$ cat src/design/dap_pkg.sv
// Shared types, constants and the arctangent table for the antenna pattern unit.
package dap_pkg;

   localparam int CW = 34;            // CORDIC datapath width (Q.30 plus headroom)
   localparam int ZW = 34;            // residual angle width, turns * 2^32
   localparam int VW = 28;            // Q.24 values, signed
   localparam int DW = 28;            // response matrix entries, Q.24, |D| < 2^26 for any arms
   localparam logic signed [CW-1:0] CORDIC_GAIN = 34'sh026DD3B6A;

   localparam logic [2:0] REG_ARM_X_0 = 3'd0;
   localparam logic [2:0] REG_ARM_X_1 = 3'd1;
   localparam logic [2:0] REG_ARM_X_2 = 3'd2;
   localparam logic [2:0] REG_ARM_Y_0 = 3'd3;
   localparam logic [2:0] REG_ARM_Y_1 = 3'd4;
   localparam logic [2:0] REG_ARM_Y_2 = 3'd5;

   typedef logic signed [15:0] arm_type [3];
   typedef logic signed [VW-1:0] vec_type [3];

   function automatic logic [31:0] atan_turns(input int i);
      logic [31:0] t;
      case (i)
         0: t = 32'h20000000;  1: t = 32'h12E4051E;  2: t = 32'h09FB385B;
         3: t = 32'h051111D4;  4: t = 32'h028B0D43;  5: t = 32'h0145D7E1;
         6: t = 32'h00A2F61E;  7: t = 32'h00517C55;  8: t = 32'h0028BE53;
         9: t = 32'h00145F2F; 10: t = 32'h000A2F98; 11: t = 32'h000517CC;
        12: t = 32'h00028BE6; 13: t = 32'h000145F3; 14: t = 32'h0000A2F9;
        15: t = 32'h0000517C; 16: t = 32'h000028BE; 17: t = 32'h0000145F;
        18: t = 32'h00000A2F; 19: t = 32'h00000517; 20: t = 32'h0000028B;
        21: t = 32'h00000145; 22: t = 32'h000000A2; 23: t = 32'h00000051;
         default: t = 32'h0;
      endcase
      return t;
   endfunction

   // round to nearest (add half, floor) of a Q.48 product back to Q.24
   function automatic logic signed [VW-1:0] rq24(input logic signed [63:0] p);
      logic signed [63:0] t;
      t = (p + 64'sd8388608) >>> 24;
      return t[VW-1:0];
   endfunction

endpackage

$ cat src/design/dap_cordic.sv
// Pipelined CORDIC sine/cosine: one rotation per stage, quadrant fold at the end.
module dap_cordic #(
   parameter int ANGLE_BITS    = 16,
   parameter int CORDIC_STAGES = 16
) (
   input  logic                          clock,
   input  logic                          reset,
   input  logic [ANGLE_BITS-1:0]         angle,
   output logic signed [dap_pkg::VW-1:0] cos_out,
   output logic signed [dap_pkg::VW-1:0] sin_out
);
   import dap_pkg::*;

   localparam int N = (CORDIC_STAGES < 1) ? 1 : ((CORDIC_STAGES > 24) ? 24 : CORDIC_STAGES);
   localparam logic [ANGLE_BITS-1:0] QUARTER = ANGLE_BITS'(1) << (ANGLE_BITS - 2);

   logic signed [CW-1:0] x_ff [N+1];
   logic signed [CW-1:0] y_ff [N+1];
   logic signed [ZW-1:0] z_ff [N+1];
   logic [1:0]           q_ff [N+1];

   logic [ANGLE_BITS-1:0] q_sum;
   logic [1:0]            q_in;
   logic [ANGLE_BITS-1:0] r_in;

   assign q_sum = angle + QUARTER;
   assign q_in  = q_sum[ANGLE_BITS-1 -: 2];
   // residual after removing the quarter turn just above the angle, signed, in [-1/4, 0)
   assign r_in  = angle - {q_in, {(ANGLE_BITS-2){1'b0}}};

   always_ff @(posedge clock) begin
      x_ff[0] <= CORDIC_GAIN;
      y_ff[0] <= '0;
      z_ff[0] <= ZW'($signed(r_in)) <<< (32 - ANGLE_BITS);
      q_ff[0] <= q_in;
   end

   for (genvar i = 0; i < N; i++) begin : g_rot
      localparam logic signed [ZW-1:0] AT = ZW'(atan_turns(i));
      always_ff @(posedge clock) begin
         if (!z_ff[i][ZW-1]) begin
            x_ff[i+1] <= x_ff[i] - (y_ff[i] >>> i);
            y_ff[i+1] <= y_ff[i] + (x_ff[i] >>> i);
            z_ff[i+1] <= z_ff[i] - AT;
         end else begin
            x_ff[i+1] <= x_ff[i] + (y_ff[i] >>> i);
            y_ff[i+1] <= y_ff[i] - (x_ff[i] >>> i);
            z_ff[i+1] <= z_ff[i] + AT;
         end
         q_ff[i+1] <= q_ff[i];
      end
   end

   logic signed [CW-1:0] xr, yr;
   logic signed [VW-1:0] c_in, s_in, c_ff, s_ff;
   assign xr = (x_ff[N] + CW'(32)) >>> 6;
   assign yr = (y_ff[N] + CW'(32)) >>> 6;

   always_comb begin
      case (q_ff[N])
         2'd0:    begin c_in = xr[VW-1:0];     s_in = yr[VW-1:0];     end
         2'd1:    begin c_in = -yr[VW-1:0];    s_in = xr[VW-1:0];     end
         2'd2:    begin c_in = -xr[VW-1:0];    s_in = -yr[VW-1:0];    end
         default: begin c_in = yr[VW-1:0];     s_in = -xr[VW-1:0];    end
      endcase
   end

   always_ff @(posedge clock) begin
      c_ff <= c_in;
      s_ff <= s_in;
   end
   assign cos_out = c_ff;
   assign sin_out = s_ff;

   logic unused;
   assign unused = reset;
endmodule

$ cat config.mk
export PLATFORM = sky130hd
export DESIGN_NAME = dap_cordic
export DESIGN_NICKNAME = d
export VERILOG_FILES = /design/src/design/dap_pkg.sv /design/src/design/dap_cordic.sv
export SDC_FILE = /design/constraint.sdc
export NUM_CORES = 2
export LEC_CHECK = 0
export BUFFER_PORTS_ARGS = -buffer_cell sky130_fd_sc_hd__buf_2
export CORE_MARGIN = 2
export CORE_UTILIZATION = 40
export CTS_BUF_LIST = sky130_fd_sc_hd__clkbuf_16
export DETAILED_ROUTE_END_ITERATION = 7
export SYNTH_ARGS = -nofsm -noshare
export SYNTH_HDL_FRONTEND = slang
export SYNTH_SLANG_ARGS = --single-unit
$ cat constraint.sdc
create_clock -name clock -period 4.75 [get_ports clock]
set_input_delay 0.7125 -clock clock [delete_from_list [all_inputs] [get_ports clock]]
set_output_delay 0.7125 -clock clock [all_outputs]
set_load 0.01 [all_outputs]
# Word-level counts from Yosys, hierarchy flattened
# Memories as Yosys holds them, arrays and structs flattened.
# Cells that the tools add are included.
word_totals:
  latchBits: 0
  output_inout_bits: 56
  mem_bits_ro: 0
  register_bits: 56
  ram_bits: 1768
  elab_cells: 240
  inputBits: 18
  mem_count: 4
mem_list:
  columns: ["name", "words", "word_bits", "rd", "rd_clocked_by_memory_dff", "write_ports", "line_no", "source"]
  rows:
  - ["x_ff", 17, 34, 17, 0, 17, "dap_cordic.sv:17", "logic signed [CW-1:0] x_ff [N+1];"]
  - ["y_ff", 17, 34, 17, 0, 17, "dap_cordic.sv:18", "logic signed [CW-1:0] y_ff [N+1];"]
  - ["z_ff", 17, 34, 16, 0, 17, "dap_cordic.sv:19", "logic signed [ZW-1:0] z_ff [N+1];"]
  - ["q_ff", 17, 2, 17, 0, 17, "dap_cordic.sv:20", "logic [1:0] q_ff [N+1];"]
op_classes:
  n_div: 0
  addsub: 101
  n_bitwise: 48
  n_eq_ne: 2
  n_mux: 82
  n_reduce_logical: 1
  order_cmp: 0
  n_shift: 0
  n_mul: 0
ops:
  columns: ["cell", "n"]
  rows:
  - ["2-to-1 mux 34 bit", 48]
  - ["one-hot mux 28 bit (3 select lines)", 2]
  - ["adder 34 x 19 -> 34 bit", 2]
  - ["adder 34 x 20 -> 34 bit", 2]
  - ["adder 34 x 21 -> 34 bit", 2]
  - ["adder 34 x 22 -> 34 bit", 2]
  - ["adder 34 x 23 -> 34 bit", 2]
  - ["adder 34 x 24 -> 34 bit", 2]
  - ["adder 34 x 25 -> 34 bit", 2]
  - ["adder 34 x 26 -> 34 bit", 2]
  - ["adder 34 x 27 -> 34 bit", 2]
  - ["adder 34 x 28 -> 34 bit", 2]
  - ["adder 34 x 29 -> 34 bit", 2]
  - ["adder 34 x 30 -> 34 bit", 2]
  - ["adder 34 x 31 -> 34 bit", 2]
  - ["adder 34 x 32 -> 34 bit", 2]
  - ["adder 34 x 33 -> 34 bit", 2]
  - ["adder 34 x 7 -> 34 bit (second input constant)", 2]
  - ["subtractor 34 x 19 -> 34 bit", 2]
  - ["subtractor 34 x 20 -> 34 bit", 2]
  - ["subtractor 34 x 21 -> 34 bit", 2]
  - ["subtractor 34 x 22 -> 34 bit", 2]
  - ["subtractor 34 x 23 -> 34 bit", 2]
  - ["subtractor 34 x 24 -> 34 bit", 2]
  - ["51 further kinds", 140]

# Depth between registers and ports, before layout
depth:
  word_depth: 3
  ltp_mapped: 22
  ltp_nobuf: 21

# Least setup slack after synthesis
# No wires, ideal clock.
synth_timing:
  kind: "reg-to-reg"
  start: "mem z_ff[2][33]"
  end: "mem x_ff[3][31]"
  arrival_ns: 4.503
  setup_ns: 0.072
  slack_ns: 0.176
  period_less_slack_ns: 4.574
  required_ns: 4.678
  path_buffers: 3
  path_stages_with_launch: 17
  path_cell_list: "dfxtp_1 -> clkbuf_1 -> clkbuf_1 -> clkbuf_1 -> mux2_2 -> ha_1 -> a211o_1 -> a2111oi_0 -> o211ai_1 -> a311o_1 -> a21o_1 -> nand2_1 -> a21oi_1 -> a211o_1 -> a221o_1 -> nand2b_1 -> xor2_1"
synth_rtl:
  columns: ["item", "line_no"]
  rows:
  - ["from (decl)", "dap_cordic.sv:19"]
  - ["to (decl)", "dap_cordic.sv:17"]

==> results_dict.tcl <==
set metrics [dict create \
    grt_max_degree 63 \
    slew_headroom 0.413 \
    grt-ovfl-total 0 \
    vias 90900 \
    fin_cells 17100 \
    setup.worst_path.start "x_ff[5][8]" \
    syn_nets 14400 \
    grt_pass1_wl_um 449000 \
    synth_largest_area_cell "dfxtp_1" \
    grt_antenna_before_repair 1 \
    final-hold-violation-count 0 \
    rsz0062_at_grt "yes" \
    worst_pin_slew_ns 0.880 \
    clock_path_buffers 4 \
    synth.most_common_cell "dfxtp_1" \
    worstHoldStart "q_ff[12][0]" \
    worstSetupPathType "register to register" \
    start_kind "register" \
    io_pins 74 \
    ant_nets 0 \
    status "complete, no violations" \
    ys_warn_count 0 \
    place.port_buffers 72 \
    r2r-end "y_ff[6][32]" \
    worstHoldPathType "register to register" \
    die_w_um 529 \
    area_delta_synth_final_pct 11.6 \
    cts_made_buffers 183 \
    start_util 0.402 \
    drt-initial-drc-count 5309 \
    drtPass1Iterations 6 \
    drc 0 \
    setup_violations 0 \
    async_flop_share 0 \
    slowest_stage "or3_4" \
    htree_levels 4 \
    cp-end-kind "register" \
    reg2reg_depth 20 \
    die_area_um2 280000 \
    syn_area_per_cell_um2 8.49 \
    grt_use_total 0.193 \
    tritoncts "built" \
    rows 192 \
    cts_sinks 1522 \
    drive_gt1_frac 0.0655 \
    place_inst 16700 \
    via_per_inst 5.33 \
    path_delay_family "compound AO/OA/AOI/OAI gates" \
    cpMostUsedCell "a21o_1" \
    slowest_delay_ns 0.42 \
    rrSetupSlack_ns 0.25 \
    synth_cell_types 98 \
    arrival_ns 5.28 \
    fin_nets 14800 \
    min_period_ns 4.50 \
    clkLatencyLatePin_ns 0.89 \
    clk_pin_slew_ns 0.06 \
    synth_top_cell_area_share 0.277 \
    yosys-top-cells-count "dfxtp_1 (1522), a21oi_1 (1385), ha_1 (1381)" \
    setup-tns-final_ns 0 \
    max_cap_viol_count 0 \
    max_freq_ghz 0.222 \
    fin_crit_sh 0.948 \
    min_to "q_ff[13][0]" \
    yosys-top-cells-area "dfxtp_1 (28%), ha_1 (16%), xnor2_1 (9.7%)" \
    grt_pass1_vias 85500 \
    slew_violations 0 \
    hold_depth 0 \
    hpwl_um 226000 \
    crit_required_ns 5.53 \
    dieHeight_um 529 \
    routedWlPerCell_um 16.3 \
    clock_skew_ns 0.0959 \
    core_area_um2 274000 \
    path_cells "or3_4 -> nor4b_4 -> buf_4 -> nand2_1 -> nor2_2 -> a21oi_1 -> xnor2_1 -> ha_1 -> a21o_1 -> a21o_1 -> a21o_1 -> a221oi_1 -> o21ai_1 -> a211oi_1 -> buf_4 -> o21ai_1 -> or3_1 -> a31o_2 -> a21oi_1 -> xnor2_1" \
    gp_congestion 0.901 \
    syn_area_um2 110000 \
    yosysSeqAreaShare 0.277 \
    ys_seq_elements 1522 \
    n_fill_cell 27200 \
    worstPathMaxFanout 5 \
    routed_wl_um 279000 \
    syn_inst 13000 \
    cts_root_buf "clkbuf_16" \
    path_buf_inv 2 \
    synthFlopType "dfxtp_1" \
    synth-edff-count 0 \
    r2r-start "x_ff[5][8]" \
]
per-layer routing:
| metal | part of all wire | wire [um] | up-vias | GRT usage |
|---|---|---|---|---|
| met2 | 0.47 | 132000 | 1425 | 0.340 |
| met3 | 0.035 | 9690 | 409 | 0.0187 |
| met1 | 0.46 | 128000 | 41800 | 0.247 |
| met5 | 0 | 0 | - | 0 |
| li1 | - | - | 47300 | - |
| met4 | 0.032 | 9010 | 0 | 0.0613 |
placed cells by master (no fill, tap or decap), types with 158 or more instances in the layout:
cell          n
a21oi_1    1381
xnor2_1    1220
xor2_1      683
dfxtp_1    1506
buf_4       277
nor2_1     1148
nor2b_1     165
o21ai_0     597
a21o_1      598
ha_1       1381
nand2b_1    171
nand2_1     640
clkbuf_16   190
nand3_1     221
nor3_1      327
o21a_1      254
inv_1       570
o21bai_1    158
stage by stage:
stage	cell area [um2]	setup WS [ns]	util	hold WS, ns
after detailed placement	116000	-0.0286	0.425	0.312
final	123000	0.246	0.449	0.310
after global placement	116000	-0.0998	0.425	0.309
after global routing	123000	-0.0270	0.449	0.307
after floorplan	110000	0.176	-	0.310
after CTS	123000	0.0391	0.448	0.303
sequential cells by signal (all words and copies together), names as in the netlist:
register,count
x_ff,479
z_ff,447
q_ff,34
cos_out,28
sin_out,28
y_ff,506
timing repair:
item | in CTS | in global routing
hold endpoints to repair | 16 | 0
resized for setup | 2 | 63
hold buffers | 16 | 0
setup endpoints to repair | 1 | 61
buffers inserted | 0 | 4
pin swaps | 0 | 6
worst max path at each step:
stage                   endpoint  slack (ns)  cells past startpoint
finish               y_ff[6][32]        0.25                     20
global route        y_ff[13][32]       -0.03                     21
CTS                  x_ff[6][33]        0.04                     24
detailed placement   x_ff[6][33]       -0.03                     22
global placement     x_ff[6][33]        -0.1                     22
floorplan            x_ff[3][31]        0.18                     16
final cells by class:
type | count | area, um2 | area share
diodes | 2 | 5.00 | 0.0000407
clock buffers | 190 | 4750 | 0.0387
clock inverters | 143 | 1370 | 0.0112
inverters | 550 | 2060 | 0.0168
multi-input cells | 10700 | 77100 | 0.627
flip-flops and latches | 1522 | 30500 | 0.248
well taps | 3589 | 4490 | 0.0365
repair buffers | 371 | 2720 | 0.0221
cell families (layout without fill, tap and decap cells):
kind of cell / after synthesis / in the layout / synth area share
simple gates: 3373 / 3373 / 0.148
mux: 126 / 126 / 0.0121
xor+xnor: 1904 / 1904 / 0.152
fa+ha+maj: 1420 / 1420 / 0.164
buf+inv: 759 / 1254 / 0.0261
compound gates: 3862 / 3862 / 0.222
flops: 1522 / 1522 / 0.277
other cells: 1 / 3 / 0.0000340
Power is not shown: default switching activity piles up to over one toggle a cycle in this logic, so the estimate is an artifact.
